==> src/design/bbp_pkg.sv <==
// Package for the bimodal branch predictor: table sizes, counter constants,
// controller states and the command/status structs between controller and datapath.
// No dependencies.
package bbp_pkg;

   localparam int INDEX_BITS_MAX = 12;
   localparam int TABLE_DEPTH    = 1 << INDEX_BITS_MAX;
   localparam int IDX_W          = INDEX_BITS_MAX;
   localparam int CFG_W          = 4;
   localparam int ADDR_W         = 32;
   localparam int COUNT_W        = 32;
   localparam int CTR_W          = 2;

   localparam logic [CTR_W-1:0]   CTR_TOP   = 2'd3;
   localparam logic [CTR_W-1:0]   CTR_RESET = 2'd1;
   localparam logic [CTR_W-1:0]   CTR_ZERO  = 2'd0;
   localparam logic [CFG_W-1:0]   INDEX_BITS_RESET = 4'd12;
   localparam logic [COUNT_W-1:0] COUNT_TOP = '1;

   typedef enum logic [1:0] {
      ST_CLEAR,
      ST_IDLE,
      ST_UPDATE
   } state_type;

   typedef struct packed {
      logic clear_wr;
      logic accept;
      logic update;
   } ctrl_cmd_type;

   typedef struct packed {
      logic clear_last;
      logic out_free;
   } dp_status_type;

endpackage

==> src/design/bbp_ctrl.sv <==
// Controller for the bimodal branch predictor: table clearing, item accept
// and update sequencing. Depends on bbp_pkg.
module bbp_ctrl (
   input  logic                  clock,
   input  logic                  reset,
   input  logic                  req_valid,
   output logic                  req_stall,
   input  bbp_pkg::dp_status_type status,
   output bbp_pkg::ctrl_cmd_type  cmd
);
   import bbp_pkg::*;

   state_type state_ff;
   state_type state_in;

   always_ff @(posedge clock) begin
      if (reset) begin
         state_ff <= ST_CLEAR;
      end else begin
         state_ff <= state_in;
      end
   end

   always_comb begin
      state_in  = state_ff;
      cmd       = '0;
      req_stall = 1'b1;
      case (state_ff)
         ST_CLEAR: begin
            cmd.clear_wr = 1'b1;
            if (status.clear_last) begin
               state_in = ST_IDLE;
            end
         end
         ST_IDLE: begin
            req_stall = 1'b0;
            if (req_valid) begin
               cmd.accept = 1'b1;
               state_in   = ST_UPDATE;
            end
         end
         ST_UPDATE: begin
            // The result register must be empty or emptying this cycle.
            if (status.out_free) begin
               cmd.update = 1'b1;
               state_in   = ST_IDLE;
            end
         end
         default: begin
            state_in = ST_CLEAR;
         end
      endcase
   end

endmodule

==> config.mk <==
export PLATFORM = sky130hd
export DESIGN_NAME = bbp_ctrl
export DESIGN_NICKNAME = d
export VERILOG_FILES = /design/src/design/bbp_pkg.sv /design/src/design/bbp_ctrl.sv
export SDC_FILE = /design/constraint.sdc
export NUM_CORES = 1
export LEC_CHECK = 0
export BUFFER_PORTS_ARGS = -buffer_cell sky130_fd_sc_hd__buf_4
export CORE_AREA = 4 4 41 43
export CTS_BUF_LIST = sky130_fd_sc_hd__clkbuf_16
export CTS_CLUSTER_SIZE = 8
export DETAILED_ROUTE_END_ITERATION = 7
export DIE_AREA = 0 0 45 47
export REMOVE_ABC_BUFFERS = 1
export SYNTH_ARGS = -nofsm -noshare
export SYNTH_HDL_FRONTEND = slang
export SYNTH_SLANG_ARGS = --single-unit
==> constraint.sdc <==
create_clock -name clock -period 1.93 [get_ports clock]
set_input_delay 0.193 -clock clock [delete_from_list [all_inputs] [get_ports clock]]
set_output_delay 0.193 -clock clock [all_outputs]
set_load 0.005 [all_outputs]
==> impl_metrics.py, run 1 <==
metrics = {
    "timing": {
        "skew_ns": 0.00284,
        "setup_viol": 0,
        "rsz0062_at_grt": "no",
        "period_share": 0.602,
        "timing.final.hold_violations": 0,
        "finalMaxSlewViolations": 0,
        "fmax_ghz": 0.861,
        "tns_ns": 0,
        "hold_ws_ns": 0.145,
        "worst_pin_slew_ns": 0.222,
        "min_period_ns": 1.16,
        "slew_headroom": 0.852,
    },
    "cts": {
        "h-tree-depth": 1,
        "cts_hold_buf": 0,
        "cts_post_setup_buffers_inserted": 0,
        "cts.repair.resized": 0,
        "cts_root_buf": "clkbuf_16",
        "numCtsBuffers": 3,
        "cts_sinks": 2,
        "cts_buffer_depth": 2,
        "cts.clk_slew.worst_paths_ns": 0.03,
        "clk_latency_ns": 0.22,
        "cts_tree": "done",
    },
    "synth": {
        "netlist_instances": 13,
        "yosysSeqAreaShare": 0.344,
        "synth_cell_types": 10,
        "synth_area_um2": 116,
        "synth_top_area_frac": 0.344,
        "synth_area_leaders": "dfxtp_1 34%, a311oi_2 13%, nand2b_1 11%, o21ba_1 8.6%, and3b_1 7.5%",
        "synth_seq_cells": 2,
        "synth_area_per_cell_um2": 8.95,
        "synth_top_cell_by_area": "dfxtp_1",
        "yosys_warnings": 0,
    },
    "critical_path": {
        "endpoint_kind": "output pin",
        "crit_path_end": "cmd[1]",
        "worstPathArrival_ns": 0.97,
        "crit_type": "flip-flop to output pin",
        "reg2reg_from": "state_ff[1]",
        "rrSetupSlack_ns": 1.03,
        "rr_endpoint": "state_ff[1]",
        "startpoint": "state_ff[1]",
        "start_kind": "flip-flop",
        "cp_max_fo": 7,
        "worstRegToRegCells": 2,
        "required_ns": 1.74,
    },
    "floorplan": {
        "start_util": 0.0894,
        "rows": 13,
        "io_pins": 9,
        "core_um2": 1300,
        "die_y_um": 47,
        "die-width_um": 45,
        "die-area_um2": 2120,
    },
    "global_route": {
        "grt_pass1_vias": 116,
        "grt_max_degree": 8,
        "grt_pass1_wl_um": 462,
        "overflow": 0,
        "track_usage": 0.0378,
        "antenna_found_initial": 0,
    },
    "detailed_routing": {
        "wl_per_cell_um": 8.36,
        "vias": 130,
        "ant_nets": 0,
        "dr.pass1.iters": 2,
        "viasPerCell": 3.33,
        "wl_um": 326,
        "drc_errors": 0,
        "drt_iter0_markers": 1,
    },
    "placed_design": {
        "io_buffers": 8,
        "place_congestion": 0.665,
        "dp_hpwl_um": 246,
    },
    "power_and_ir_drop": {
        "clockPowerShare": 0.794,
        "p_sw_uw": 61.3,
        "power_density_nw_per_um2": 1440,
        "switching_share": 0.157,
        "internal-power_uw": 329,
        "p_seq_frac": 0.128,
        "power.share.combinational": 0.078,
        "irDropWorstVdd_mv": 0.257,
        "p_leak_uw": 0.000130,
    },
    "final_layout": {
        "drive_gt1_frac": 0.500,
        "fin_util": 0.208,
        "syn_to_final_growth_pct": 132,
        "largest_reg_flops": 2,
        "fill_cells": 145,
        "num_antenna_cells": 0,
        "nets": 31,
        "biggestRegsByFlops": "state_ff: 2 flops",
        "top_register": "state_ff",
    },
    "status": {
        "outcome": "complete, no violations",
    },
    "flow_run": {
        "maxCapViolCount": 0,
    },
    "worst_hold_path": {
        "hold_path_depth": 2,
        "hold_class": "input pin to flip-flop",
    },
}
[power by group through the flow]
stage / Clock (uW) / Sequential, uW / Combinational [uW]
floorplan: 0 / 49.1 / 13.1
global route: 319 / 50.3 / 32.9
global placement: 0 / 50.2 / 30.7
finish: 309 / 50.0 / 30.5
CTS: 318 / 49.8 / 30.9
detailed placement: 0 / 50.3 / 30.8
[placed cells by master, fill, tap and decap left out]
cell       netlist  layout
inv_1            1       1
buf_4            0       8
dfxtp_1          2       2
o21ba_1          1       1
nand2_1          1       1
a311oi_2         1       1
o21a_1           1       1
nor2_1           2       2
nor3b_1          1       1
and3b_1          1       1
nand2b_1         2       2
clkbuf_16        0       3
[kinds of logic (layout without fill, tap and decap cells)]
family | after synthesis | count (layout) | share of synthesized area
flops | 2 | 2 | 0.344
buf+inv | 1 | 12 | 0.0322
simple gates | 7 | 7 | 0.344
compound gates | 3 | 3 | 0.280
[metal layers]
metal	track usage	vias to the layer above	wire length (um)
met3	0.0307	0	56
li1	-	67	-
met4	0.0702	0	0
met5	0	-	0
met2	0.0254	10	103
met1	0.0429	53	166
[worst max-delay path: stages, from the launching register on]
cell	delay, ns
dfxtp_1	0.40
and3b_1	0.22
buf_4	0.13
[cell type report]
class                      instances  area (um^2)  area share
clock buffer                       3         75.1       0.278
inverter                           1         3.75      0.0139
multi-input combinational         10         72.6       0.269
sequential                         2         40.0       0.148
tap                               15         18.8      0.0694
timing repair buffer               8         60.1       0.222
[per-stage QoR]
step | power [uW] | setup slack [ns] | area [um^2] | cells
after global routing | 403 | 0.719 | 270 | 39
after detailed placement | 81.2 | 1.00 | 195 | 36
final | 390 | 0.769 | 270 | 39
after global placement | 80.9 | 1.01 | 195 | 36
after floorplan | 62.3 | 1.08 | 116 | 13
after CTS | 398 | 0.770 | 270 | 39
[worst min path at each step]
stage | from | to | slack, ns
2_1_floorplan | reset | state_ff[0] | 0.26
5_1_grt | reset | state_ff[0] | 0.14
4_1_cts | reset | state_ff[0] | 0.14
3_5_place_dp | reset | state_ff[0] | 0.36
6_report | reset | state_ff[0] | 0.14
3_3_place_gp | reset | state_ff[0] | 0.37
[cells in the mapped netlist (all sizes together)]
library cell,instances
and3b,1
o21a,1
a311oi,1
dfxtp,2
nand2b,2
inv,1
o21ba,1
nand2,1
nor2,2
nor3b,1
No activity file was read; power rests on OpenSTA's default activity.
==> run 2: changes to the inputs <==
--- a/config.mk
+++ b/config.mk
@@ -5,6 +5,7 @@
 export SDC_FILE = /design/constraint.sdc
 export NUM_CORES = 1
 export LEC_CHECK = 0
+export ABC_AREA = 1
 export BUFFER_PORTS_ARGS = -buffer_cell sky130_fd_sc_hd__buf_4
 export CORE_AREA = 4 4 41 43
 export CTS_BUF_LIST = sky130_fd_sc_hd__clkbuf_16
==> constraint.sdc (replaced) <==
create_clock -name clock -period 1.1 [get_ports clock]
set_input_delay 0.11 -clock clock [delete_from_list [all_inputs] [get_ports clock]]
set_output_delay 0.11 -clock clock [all_outputs]
set_load 0.005 [all_outputs]
==> run 2 against run 1 <==
- die area did not move
- highest routed layer unchanged
- clock power rose by 74%
- flip-flop and latch count did not move
==> impl_metrics.py, run 2 <==
metrics = {
    "synth": {
        "synth_cell_types": 10,
        "synth_top_area_frac": 0.340,
        "synth_edf_count": 0,
        "synth_ff_type": "dfxtp_1",
        "yosysSeqAreaShare": 0.340,
        "synth_seq_cells": 2,
        "synth_area_leaders": "dfxtp_1 34%, inv_1 19%, nand2_1 13%, nand3_2 8.5%, nor2_2 5.3%",
        "yosys_warnings": 0,
        "synth_area_um2": 118,
        "synthMostInstantiatedCell": "inv_1",
        "async_reset_ff_frac": 0,
        "synth_top_cell_by_area": "dfxtp_1",
        "netlist_instances": 19,
        "synth_common_cells": "6 x inv_1, 4 x nand2_1, 2 x dfxtp_1",
        "synth_area_per_cell_um2": 6.19,
    },
    "timing": {
        "timing.final.hold_violations": 0,
        "finalMaxSlewViolations": 0,
        "hold_ws_ns": 0.0561,
        "tns_ns": 0,
        "fmax_ghz": 0.970,
        "period_share": 0.937,
        "min_period_ns": 1.03,
        "timing.final.ws_setup_ns": 0.0693,
        "rsz0062_at_grt": "no",
        "worst_pin_slew_ns": 0.206,
        "slew_headroom": 0.862,
        "skew_ns": 0.00154,
        "setup_viol": 0,
    },
    "cts": {
        "cts_post_setup_buffers_inserted": 0,
        "cts_buffer_depth": 2,
        "clk_latency_ns": 0.22,
        "h-tree-depth": 1,
        "cts_sinks": 2,
        "cts.clk_slew.worst_paths_ns": 0.03,
        "numCtsBuffers": 3,
        "cts_hold_buf": 0,
        "cts_tree": "done",
        "cts_root_buf": "clkbuf_16",
    },
    "worst_hold_path": {
        "hold_class": "input pin to flip-flop",
        "hold_start": "reset",
        "hold_path_depth": 2,
        "hold_end": "state_ff[1]",
    },
    "critical_path": {
        "endpoint_kind": "output pin",
        "slowest_stage": "dfxtp_1",
        "required_ns": 0.99,
        "worstRegToRegCells": 2,
        "rrSetupSlack_ns": 0.32,
        "worstPathArrival_ns": 0.92,
        "crit_type": "flip-flop to output pin",
        "reg2reg_from": "state_ff[0]",
        "cp_max_fo": 6,
        "rr_endpoint": "state_ff[1]",
        "max_stage_delay_ns": 0.41,
        "start_kind": "flip-flop",
        "worstPathCellList": "nand3_1 -> inv_1 -> buf_4",
    },
    "power_and_ir_drop": {
        "p_sw_uw": 107,
        "p_total_uw": 682,
        "irDropWorstVdd_mv": 0.599,
        "switching_share": 0.157,
        "clockPowerShare": 0.789,
        "p_seq_frac": 0.129,
        "power_density_nw_per_um2": 2450,
        "p_leak_uw": 0.000145,
        "power.share.combinational": 0.082,
        "internal-power_uw": 574,
    },
    "floorplan": {
        "die-width_um": 45,
        "die_y_um": 47,
        "io_pins": 9,
        "core_um2": 1300,
        "start_util": 0.0904,
        "die-area_um2": 2120,
        "rows": 13,
    },
    "global_route": {
        "track_usage": 0.0433,
        "grt_pass1_vias": 147,
        "antenna_found_initial": 0,
        "grt_max_degree": 7,
        "overflow": 0,
        "grt_pass1_wl_um": 545,
    },
    "detailed_routing": {
        "drc_errors": 0,
        "wl_per_cell_um": 7.04,
        "ant_nets": 0,
        "viasPerCell": 3.24,
        "vias": 146,
        "wl_um": 317,
        "drt_iter0_markers": 4,
        "dr.pass1.iters": 2,
    },
    "final_layout": {
        "syn_to_final_growth_pct": 136,
        "final_cell_mix": "8 x buf_4, 6 x inv_1, 4 x nand2_1",
        "biggestRegsByFlops": "state_ff: 2 flops",
        "layout_commonest_cell": "buf_4",
        "drive_gt1_frac": 0.500,
        "top_register": "state_ff",
        "fin_util": 0.213,
        "num_antenna_cells": 0,
        "largest_reg_flops": 2,
        "nets": 37,
    },
    "placed_design": {
        "dp_hpwl_um": 243,
        "io_buffers": 8,
        "place_congestion": 0.710,
        "dp_slack_ns": 0.211,
    },
    "status": {
        "outcome": "complete, no violations",
    },
    "flow_run": {
        "maxCapViolCount": 0,
    },
}
[run 2: worst max-delay path by stage]
stage	endpoint	cells past startpoint	startpoint
floorplan	cmd[0]	2	state_ff[1]
global placement	cmd[0]	3	state_ff[1]
detailed placement	cmd[0]	3	state_ff[1]
CTS	cmd[0]	3	state_ff[1]
global route	cmd[1]	3	state_ff[0]
finish	cmd[1]	3	state_ff[0]
[run 2: power by group through the flow]
stage	clock, uW	sequential [uW]	combinational, uW
floorplan	0	86.3	24.6
global placement	0	87.6	56.4
detailed placement	0	87.8	56.4
CTS	549	87.3	56.8
global route	563	88.9	64.8
finish	538	87.9	56.1
[run 2: through the flow]
stage / instance area, um^2 / std cells
after floorplan: 118 / 19
after global placement: 196 / 42
after detailed placement: 196 / 42
after CTS: 273 / 45
after global routing: 278 / 45
final: 278 / 45
[run 2: layout make-up]
class / count / area (um^2)
multi-input combinational: 11 / 60.1
fill: 161 / 1020
tap: 15 / 18.8
clock buffer: 3 / 75.1
sequential: 2 / 41.3
inverter: 6 / 22.5
timing repair buffer: 8 / 60.1
[run 2: critical path: cells and delay by family, from the launching register on]
| kind | cells | cell delay [ns] |
|---|---|---|
| flip-flops | 1 | 0.41 |
| buffers and inverters | 2 | 0.17 |
| AND/OR/NAND/NOR | 1 | 0.12 |
[run 2: metal layers]
metal	track usage	routed length, um	up-vias
met5	0	0	-
met4	0.0351	0	0
li1	-	-	78
met2	0.0508	137	6
met3	0.0613	62	0
met1	0.0339	117	62
[run 2: cell families (layout without fill, tap and decap cells)]
logic type	after synthesis	count (layout)	synth area share
flops	2	2	0.340
compound gates	2	2	0.0850
buf+inv	6	17	0.191
simple gates	9	9	0.383
[run 2: what timing repair did]
action | in CTS | in global routing
endpoints found under the setup margin | 1 | 1
cloned | 0 | 0
gates resized for setup | 1 | 1
pin swaps | 0 | 0
